$ cat src/rtc_cal_pkg.sv
// Package for the calendar clock: item codes, calendar constants and the
// month length, leap year and weekday helpers.
// No dependencies.
package rtc_cal_pkg;

  typedef enum logic [0:0] {
    OP_TICK = 1'b0,
    OP_SET  = 1'b1
  } op_t;

  localparam logic [15:0] TPS_RESET   = 16'd1000;
  localparam logic [5:0]  SEC_PER_MIN = 6'd60;
  localparam logic [5:0]  MIN_PER_HR  = 6'd60;
  localparam logic [4:0]  HR_PER_DAY  = 5'd24;
  localparam logic [3:0]  MONTHS      = 4'd12;
  localparam logic [11:0] YEAR_MAX    = 12'd4095;

  localparam logic [5:0]  SEC_RESET   = 6'd0;
  localparam logic [5:0]  MIN_RESET   = 6'd8;
  localparam logic [4:0]  HR_RESET    = 5'd10;
  localparam logic [4:0]  DAY_RESET   = 5'd2;
  localparam logic [3:0]  MON_RESET   = 4'd3;
  localparam logic [11:0] YEAR_RESET  = 12'd2022;
  localparam logic [2:0]  WDAY_RESET  = 3'd3;

  // x / 25 for x < 2048 by reciprocal multiply (1311 / 2^15)
  function automatic logic [6:0] div25(logic [10:0] x);
    logic [26:0] p;
    p = {16'd0, x} * 27'd1311;
    return p[21:15];
  endfunction

  function automatic logic is_leap(logic [11:0] y);
    logic [6:0]  q;
    logic [10:0] q25;
    logic        div4;
    logic        div100;
    logic        div400;
    q      = div25({1'b0, y[11:2]});
    q25    = {4'd0, q} * 11'd25;
    div4   = (y[1:0] == 2'd0);
    div100 = div4 && (q25 == {1'b0, y[11:2]});
    div400 = div100 && (q[1:0] == 2'd0);
    return div4 && (!div100 || div400);
  endfunction

  // Out of range months read as December
  function automatic logic [4:0] month_len(logic [3:0] m, logic [11:0] y);
    logic [4:0] len;
    case (m)
      4'd2:                    len = is_leap(y) ? 5'd29 : 5'd28;
      4'd4, 4'd6, 4'd9, 4'd11: len = 5'd30;
      default:                 len = 5'd31;
    endcase
    return len;
  endfunction

  // Larsson's formula, year offset by 400 so January of year 0 stays positive.
  // m must be 1..12.
  function automatic logic [2:0] weekday_of(logic [11:0] y, logic [3:0] m, logic [4:0] d);
    logic [12:0] yy;
    logic [3:0]  mm;
    logic [3:0]  t;
    logic [10:0] y4;
    logic [6:0]  c;
    logic [12:0] s;
    logic [28:0] p;
    logic [12:0] q;
    logic [12:0] r;
    yy = {1'b0, y} + 13'd400;
    mm = m;
    if (m <= 4'd2) begin
      mm = m + 4'd12;
      yy = yy - 13'd1;
    end
    // 3 * (mm + 1) / 5
    case (mm)
      4'd3:    t = 4'd2;
      4'd4:    t = 4'd3;
      4'd5:    t = 4'd3;
      4'd6:    t = 4'd4;
      4'd7:    t = 4'd4;
      4'd8:    t = 4'd5;
      4'd9:    t = 4'd6;
      4'd10:   t = 4'd6;
      4'd11:   t = 4'd7;
      4'd12:   t = 4'd7;
      4'd13:   t = 4'd8;
      4'd14:   t = 4'd9;
      default: t = 4'd0;
    endcase
    y4 = yy[12:2];
    c  = div25(y4);
    s  = {8'd0, d} + {8'd0, mm, 1'b0} + {9'd0, t} + yy + {2'd0, y4}
       - {6'd0, c} + {8'd0, c[6:2]} + 13'd1;
    // s mod 7 by reciprocal multiply (9363 / 2^16)
    p = {16'd0, s} * 29'd9363;
    q = p[28:16];
    r = s - q * 13'd7;
    return r[2:0];
  endfunction

endpackage

$ cat src/calendar_clock_with_tick_prescaler_core.sv
// Calendar clock top level: input register, calendar update logic, result
// register and the clock state. Depends on rtc_cal_pkg.
//
// Calendar clock with a millisecond tick prescaler. Each input transfer is
// either a tick (tuser = 0) or a set command (tuser = 1). A tick adds one to
// the free-running 32-bit millisecond count and to the prescaler; when the
// prescaler reaches ticks_per_second (0 behaves as 1) it clears, second_strobe
// is raised and the second carries through minutes, hours, days (Gregorian
// month lengths, leap Februaries), months and years; the weekday (0 = Sunday)
// steps at each day rollover and the year holds at 4095. A set command loads
// the date and time with out of range values clamped (day clamped to the month
// length) and works out the weekday; it leaves the millisecond count and the
// prescaler alone. Every input transfer gives exactly one output transfer with
// the time after the update. Throughput is one transfer per clock while m_tready is
// high: a transfer lands in the input register, and once the result register can
// move on, clock state and result register update together, so the next item already
// sees the new state. The weekday calculation on a set command is the longest
// path. ticks_per_second is written through cfg_wr_en / cfg_wr_data and should
// only change while no transfer is in flight. Reset is synchronous, active high,
// and gives 10:08:00 on Wednesday 2 March 2022 with ticks_per_second = 1000.
module calendar_clock_with_tick_prescaler_core (
  input  logic        clk,
  input  logic        rst,
  // input stream
  input  logic        s_tvalid,
  output logic        s_tready,
  // [11:0] set_year, [15:12] set_month, [20:16] set_day, [25:21] set_hour,
  // [31:26] set_minute, [37:32] set_second, [39:38] zero
  input  logic [39:0] s_tdata,
  // [0] opcode
  input  logic        s_tuser,
  // output stream
  output logic        m_tvalid,
  input  logic        m_tready,
  // [11:0] year_out, [15:12] month_out, [20:16] day_out, [25:21] hour_out,
  // [31:26] minute_out, [37:32] second_out, [40:38] weekday_out,
  // [72:41] millis_out, [79:73] zero
  output logic [79:0] m_tdata,
  // [0] second_strobe
  output logic        m_tuser,
  // configuration
  input  logic        cfg_wr_en,
  input  logic [15:0] cfg_wr_data
);

  // configuration register
  logic [15:0] ticks_per_second;

  // clock state
  logic [15:0] prescale_count;
  logic [31:0] millis_count;
  logic [5:0]  sec_reg;
  logic [5:0]  min_reg;
  logic [4:0]  hour_reg;
  logic [4:0]  day_reg;
  logic [3:0]  month_reg;
  logic [11:0] year_reg;
  logic [2:0]  weekday_reg;

  logic [15:0] prescale_count_next;
  logic [31:0] millis_count_next;
  logic [5:0]  sec_reg_next;
  logic [5:0]  min_reg_next;
  logic [4:0]  hour_reg_next;
  logic [4:0]  day_reg_next;
  logic [3:0]  month_reg_next;
  logic [11:0] year_reg_next;
  logic [2:0]  weekday_reg_next;
  logic        strobe_next;

  // input register
  logic                in_valid;
  rtc_cal_pkg::op_t    in_op;
  logic [37:0]         in_data;

  // result register
  logic        out_valid;
  logic [79:0] out_data;
  logic        out_strobe;

  logic advance;
  logic fire;

  // The result register moves on when it is empty or being taken; the input
  // register can then always hand its item over, so it takes a new one too.
  assign advance  = !out_valid || m_tready;
  assign s_tready = !in_valid || advance;
  assign fire     = in_valid && advance;

  assign m_tvalid = out_valid;
  assign m_tdata  = out_data;
  assign m_tuser  = out_strobe;

  always_ff @(posedge clk) begin
    if (rst) begin
      ticks_per_second <= rtc_cal_pkg::TPS_RESET;
    end else if (cfg_wr_en) begin
      ticks_per_second <= cfg_wr_data;
    end
  end

  always_ff @(posedge clk) begin
    if (rst) begin
      in_valid <= 1'b0;
    end else if (s_tready) begin
      in_valid <= s_tvalid;
    end
  end

  always_ff @(posedge clk) begin
    if (s_tvalid && s_tready) begin
      in_op   <= rtc_cal_pkg::op_t'(s_tuser);
      in_data <= s_tdata[37:0];
    end
  end

  // Calendar update for the item in the input register
  logic [11:0] f_year;
  logic [3:0]  f_month;
  logic [4:0]  f_day;
  logic [4:0]  f_hour;
  logic [5:0]  f_min;
  logic [5:0]  f_sec;
  logic [3:0]  c_month;
  logic [4:0]  c_len;
  logic [4:0]  c_day;
  logic [16:0] pre_inc;
  logic [5:0]  sec_inc;
  logic [5:0]  min_inc;
  logic [4:0]  hour_inc;
  logic [5:0]  day_inc;

  assign f_year  = in_data[11:0];
  assign f_month = in_data[15:12];
  assign f_day   = in_data[20:16];
  assign f_hour  = in_data[25:21];
  assign f_min   = in_data[31:26];
  assign f_sec   = in_data[37:32];

  // set path: clamp the month first, the day then follows its length
  always_comb begin
    if (f_month == 4'd0) begin
      c_month = 4'd1;
    end else if (f_month > rtc_cal_pkg::MONTHS) begin
      c_month = rtc_cal_pkg::MONTHS;
    end else begin
      c_month = f_month;
    end
    c_len = rtc_cal_pkg::month_len(c_month, f_year);
    if (f_day == 5'd0) begin
      c_day = 5'd1;
    end else if (f_day > c_len) begin
      c_day = c_len;
    end else begin
      c_day = f_day;
    end
  end

  assign pre_inc  = {1'b0, prescale_count} + 17'd1;
  assign sec_inc  = sec_reg + 6'd1;
  assign min_inc  = min_reg + 6'd1;
  assign hour_inc = hour_reg + 5'd1;
  assign day_inc  = {1'b0, day_reg} + 6'd1;

  always_comb begin
    prescale_count_next = prescale_count;
    millis_count_next   = millis_count;
    sec_reg_next        = sec_reg;
    min_reg_next        = min_reg;
    hour_reg_next       = hour_reg;
    day_reg_next        = day_reg;
    month_reg_next      = month_reg;
    year_reg_next       = year_reg;
    weekday_reg_next    = weekday_reg;
    strobe_next         = 1'b0;
    case (in_op)
      rtc_cal_pkg::OP_TICK: begin
        millis_count_next = millis_count + 32'd1;
        if (pre_inc >= {1'b0, ticks_per_second}) begin
          prescale_count_next = '0;
          strobe_next         = 1'b1;
          // carry chain, each stage only when the one below wraps
          if (sec_inc < rtc_cal_pkg::SEC_PER_MIN) begin
            sec_reg_next = sec_inc;
          end else begin
            sec_reg_next = '0;
            if (min_inc < rtc_cal_pkg::MIN_PER_HR) begin
              min_reg_next = min_inc;
            end else begin
              min_reg_next = '0;
              if (hour_inc < rtc_cal_pkg::HR_PER_DAY) begin
                hour_reg_next = hour_inc;
              end else begin
                hour_reg_next    = '0;
                weekday_reg_next = (weekday_reg >= 3'd6) ? 3'd0 : weekday_reg + 3'd1;
                if (day_inc <= {1'b0, rtc_cal_pkg::month_len(month_reg, year_reg)}) begin
                  day_reg_next = day_inc[4:0];
                end else begin
                  day_reg_next = 5'd1;
                  if (month_reg < rtc_cal_pkg::MONTHS) begin
                    month_reg_next = month_reg + 4'd1;
                  end else begin
                    month_reg_next = 4'd1;
                    if (year_reg != rtc_cal_pkg::YEAR_MAX) begin
                      year_reg_next = year_reg + 12'd1;
                    end
                  end
                end
              end
            end
          end
        end else begin
          prescale_count_next = pre_inc[15:0];
        end
      end
      rtc_cal_pkg::OP_SET: begin
        year_reg_next    = f_year;
        month_reg_next   = c_month;
        day_reg_next     = c_day;
        hour_reg_next    = (f_hour >= rtc_cal_pkg::HR_PER_DAY) ? 5'd23 : f_hour;
        min_reg_next     = (f_min >= rtc_cal_pkg::MIN_PER_HR) ? 6'd59 : f_min;
        sec_reg_next     = (f_sec >= rtc_cal_pkg::SEC_PER_MIN) ? 6'd59 : f_sec;
        weekday_reg_next = rtc_cal_pkg::weekday_of(f_year, c_month, c_day);
      end
      default: begin
        strobe_next = 1'b0;
      end
    endcase
  end

  // state and result register move on the same edge
  always_ff @(posedge clk) begin
    if (rst) begin
      prescale_count <= '0;
      millis_count   <= '0;
      sec_reg        <= rtc_cal_pkg::SEC_RESET;
      min_reg        <= rtc_cal_pkg::MIN_RESET;
      hour_reg       <= rtc_cal_pkg::HR_RESET;
      day_reg        <= rtc_cal_pkg::DAY_RESET;
      month_reg      <= rtc_cal_pkg::MON_RESET;
      year_reg       <= rtc_cal_pkg::YEAR_RESET;
      weekday_reg    <= rtc_cal_pkg::WDAY_RESET;
    end else if (fire) begin
      prescale_count <= prescale_count_next;
      millis_count   <= millis_count_next;
      sec_reg        <= sec_reg_next;
      min_reg        <= min_reg_next;
      hour_reg       <= hour_reg_next;
      day_reg        <= day_reg_next;
      month_reg      <= month_reg_next;
      year_reg       <= year_reg_next;
      weekday_reg    <= weekday_reg_next;
    end
  end

  always_ff @(posedge clk) begin
    if (rst) begin
      out_valid <= 1'b0;
    end else if (advance) begin
      out_valid <= in_valid;
    end
  end

  always_ff @(posedge clk) begin
    if (fire) begin
      out_data   <= {7'd0, millis_count_next, weekday_reg_next, sec_reg_next, min_reg_next,
                     hour_reg_next, day_reg_next, month_reg_next, year_reg_next};
      out_strobe <= strobe_next;
    end
  end

  // A result carrying the second strobe leaves the prescaler cleared until
  // the next item is processed.
  a_strobe_clears_prescaler: assert property (@(posedge clk) disable iff (rst)
    (m_tvalid && m_tuser) |-> (prescale_count == 16'd0))
    else $error("prescaler not cleared after second strobe");

  // An item held in the input register is not dropped while the output stalls.
  a_input_held: assert property (@(posedge clk) disable iff (rst)
    (in_valid && !advance) |=> in_valid)
    else $error("input register lost an item during stall");

  // The calendar state stays in range.
  a_state_range: assert property (@(posedge clk) disable iff (rst)
    $past(!rst) |-> ((sec_reg < rtc_cal_pkg::SEC_PER_MIN) && (min_reg < rtc_cal_pkg::MIN_PER_HR)
      && (hour_reg < rtc_cal_pkg::HR_PER_DAY) && (weekday_reg <= 3'd6)
      && (month_reg != 4'd0) && (month_reg <= rtc_cal_pkg::MONTHS) && (day_reg != 5'd0)))
    else $error("calendar state out of range");

endmodule
$ cat config.mk
export PLATFORM = sky130hd
export DESIGN_NAME = calendar_clock_with_tick_prescaler_core
export DESIGN_NICKNAME = d
export VERILOG_FILES = /design/src/rtc_cal_pkg.sv /design/src/calendar_clock_with_tick_prescaler_core.sv
export SDC_FILE = /design/constraint.sdc
export NUM_CORES = 1
export LEC_CHECK = 0
export BUFFER_PORTS_ARGS = -buffer_cell sky130_fd_sc_hd__buf_2
export CORE_MARGIN = 2
export CORE_UTILIZATION = 40
export DETAILED_ROUTE_END_ITERATION = 10
export PLACE_DENSITY = 0.56
export SETUP_SLACK_MARGIN = 0.15
export SKIP_LAST_GASP = 1
export SLEW_MARGIN = 20
export SYNTH_ARGS = -nofsm -noshare
export SYNTH_HDL_FRONTEND = slang
export SYNTH_SLANG_ARGS = --single-unit
$ cat constraint.sdc
create_clock -name clk -period 49 [get_ports clk]
set_input_delay 9.8 -clock clk [delete_from_list [all_inputs] [get_ports clk]]
set_output_delay 9.8 -clock clk [all_outputs]
set_load 0.02 [all_outputs]
==> metrics.md <==
| Metric | Value |
|---|---|
| Vias in the first global route | `16670` |
| Async SR Flop Fraction | `0%` |
| Quantity of gates resized following cts | `0` |
| Worst-path clk slew | `around 0.06 ns` |
| Tot GR Track Use | `18.17%` |
| Max clock buf depth | `3` |
| Global placement routability congestion | `0.8375` |
| #FFs+latches synth | `220` |
| Clock sinks | `220` |
| Post-synth EDFFs | `roughly 110` |
| TritonRoute pass-1 iters | `4` |
| CTS root buf | `clkbuf_16` |
| Unique masters post-synth | `95` |
| Share of cells above drive strength 1 | `a little under a tenth` |
| Startpoint Class | `primary input` |
| Global-route wire length before repair | `84430 microns` |
| Fin Setup TNS | `0 ns` |
| Die area | `between 0.05 and 0.06 sq mm` |
| CP Capture Type | `primary output` |
| Setup repair bufs after CTS | `0` |
| # port buffers | `approximately 140` |
| Post-synth top flop | `edfxtp_1` |
| Drt via density | `around 5.2` |
| Core Region | `around 0.054 sq mm` |
| Fmax | `0.04958 GHz` |
| Max Cap Viol | `0` |
| Diode count | `0` |
| HPWL Detailed | `39260 microns` |
| Via count | `about 16000` |
| Post-placement cell count | `just over 3000` |
| Routed WL per cell | `approximately 16 microns` |
| RSZ-0062 raised after global routing | `false` |
| Num CTS Buffers | `25` |
| GR Overflow Total | `0` |
| Met3 wire length | `between 1500 and 2000 microns` |
| Antenna Violating Nets Remaining | `0` |
| Rows | `85` |
| Post-Route Skew | `~0.011 ns` |
| Area of the multi-input gates | `0.01486 sq mm` |
| Area growth syn-to-layout | `9.779%` |
| Initial antenna violation count | `1` |
| Register Area | `0.005535 sq mm` |
| CP required | `39.20 ns` |
| Mapped cell area | `between 0.02 and 0.025 sq mm` |
| Avg Cell Area, Syn | `about 9.6 sq um` |
| Io pins | `145` |
| Post-CTS Hold Buffers | `0` |
| Drt drc | `0` |
| Fin crit period | `between 20 and 25 ns` |
| Synth area leader | `ha_1` |
| Number of synthesis warnings | `0` |
| Synthesized instance count | `approximately 2300` |
| Fin. max-slew vios | `0` |
| H-tree depth | `1` |
| Non-Filler Instances | `~3100` |
| Final Hold Fails | `0` |
| Top Layer Used | `met4` |
| CTS tree | `done` |
| Clk Latency, worst-skew pair | `approximately 0.55 ns` |
| Top cells by area, synth | `ha_1, edfxtp_1, fa_1` |
| Initial core utilization | `about two fifths` |
| Die Y-Extent | `around 240 microns` |
| Register area share after synthesis | `between 20% and 30%` |
| DRT Wirelength | `50710 microns` |
| Critical Path AT | `approximately 10 ns` |
| Die Wd | `about 240 microns` |
| Max FFs per register | `73` |
| Setup-failing EPs final | `0` |
| Tcrit/Tclk final | `around two fifths` |
| Net count, final | `around 3000` |
| Crit path max fanout | `4` |
| Crit path kind | `primary input to primary output` |
| DR WL met2 | `between 20000 and 30000 microns` |
| Metal-1 WL | `around 23000 microns` |
| Pin count of the biggest net entering global routing | `just under 80` |
| Number of fill cells in the layout | `between 5000 and 6000` |
| Least-Margin Pin Slew | `between 1 and 1.5 ns` |
| Status | `finished, final reports clean` |
| Initial DRC count | `approximately 720` |
| Top cell type's share of synthesized area | `a little under a quarter` |
| Relative slew margins | `31.34%` |
| Tightest Hold Check Type | `register to register` |
-- per-stage QoR --
step | worst slack, ns | util, % | hold WS, ns | cell area, sq um
2_1_floorplan | 29.05 | - | 0.4460 | 22030
6_report | 28.83 | 44.63 | 0.4877 | 24160
3_5_place_dp | 28.84 | 43.16 | 0.4804 | 23360
3_3_place_gp | 28.85 | 43.16 | 0.4565 | 23360
5_1_grt | 28.21 | 44.63 | 0.5053 | 24160
4_1_cts | 28.84 | 44.63 | 0.4900 | 24160
-- cell type report --
class,count,share of cell area [%]
Sequential cell,220,22.91
Tap cell,696,3.605
Inverter,348,5.417
Clock buffer,35,2.921
Multi-Input combinational cell,1660,61.53
Clock inverter,10,0.3781
Timing Repair Buffer,149,3.242
-- final timing paths --
kind / from / to / slack [ns] / depth (start not counted)
max: m_tready / s_tready / 28.83 / 4
min: millis_count[1]$_SDFFE_PP0P_ / millis_count[1]$_SDFFE_PP0P_ / 0.49 / 2
max reg2reg: in_data[8]$_DFFE_PP_ / weekday_reg[2]$_SDFFE_PP0P_ / 29.85 / 73
min reg2reg: millis_count[1]$_SDFFE_PP0P_ / millis_count[1]$_SDFFE_PP0P_ / 0.49 / 2
-- worst max-delay path, stage by stage --
cell	delay [ns]
buf_2	0.09
nor2b_1	0.21
nand2_1	0.10
buf_2	0.17
-- cell usage in the layout (no fill, tap or decap), types with 25 or more instances in the layout --
master,synthesis,routed
dfxtp_1,107,107
xnor2_1,96,96
nand2_1,140,140
xor2_1,73,73
nor2_1,150,150
inv_1,348,347
clkbuf_16,0,27
fa_1,140,140
edfxtp_1,113,113
nand3_1,45,45
a21o_1,27,27
o21ai_0,82,82
and3_1,25,25
buf_2,7,134
a21oi_1,105,105
ha_1,406,406
nor3_1,26,26
-- metal layers --
layer	vias to the layer above	track usage, %
li1	8066	-
met1	7917	23.65
met2	226	32.79
met3	52	1.432
met4	0	4.110
met5	-	0
-- synthesized netlist by cell type (all sizes together) (16+ instances only) --
library cell	number
and3	29
a21oi	107
nor2b	17
nor2	152
fa	140
o21ai	86
o211ai	19
a21o	27
o31ai	18
nand3	48
xnor2	96
nand4	19
a31oi	16
mux2i	22
nand2	140
nor3	28
edfxtp	113
ha	406
xor2	73
or3	16
buf	25
dfxtp	107
inv	348
clkbuf	49
-- kinds of logic (layout without fill, tap and decap cells) --
group | count (synthesis) | after routing | share of synthesized area [%]
compound gates | 387 | 387 | 11.73
xor+xnor | 171 | 171 | 6.930
fa+ha+maj | 547 | 547 | 35.86
buf+inv | 422 | 542 | 7.431
flops | 220 | 220 | 25.15
mux | 25 | 25 | 1.154
other cells | 1 | 7 | 0.01704
simple gates | 523 | 523 | 11.72
Power is left out: the tool's default activity adds up to more than one toggle a clock period on the data nets, which glitch-free logic cannot reach.
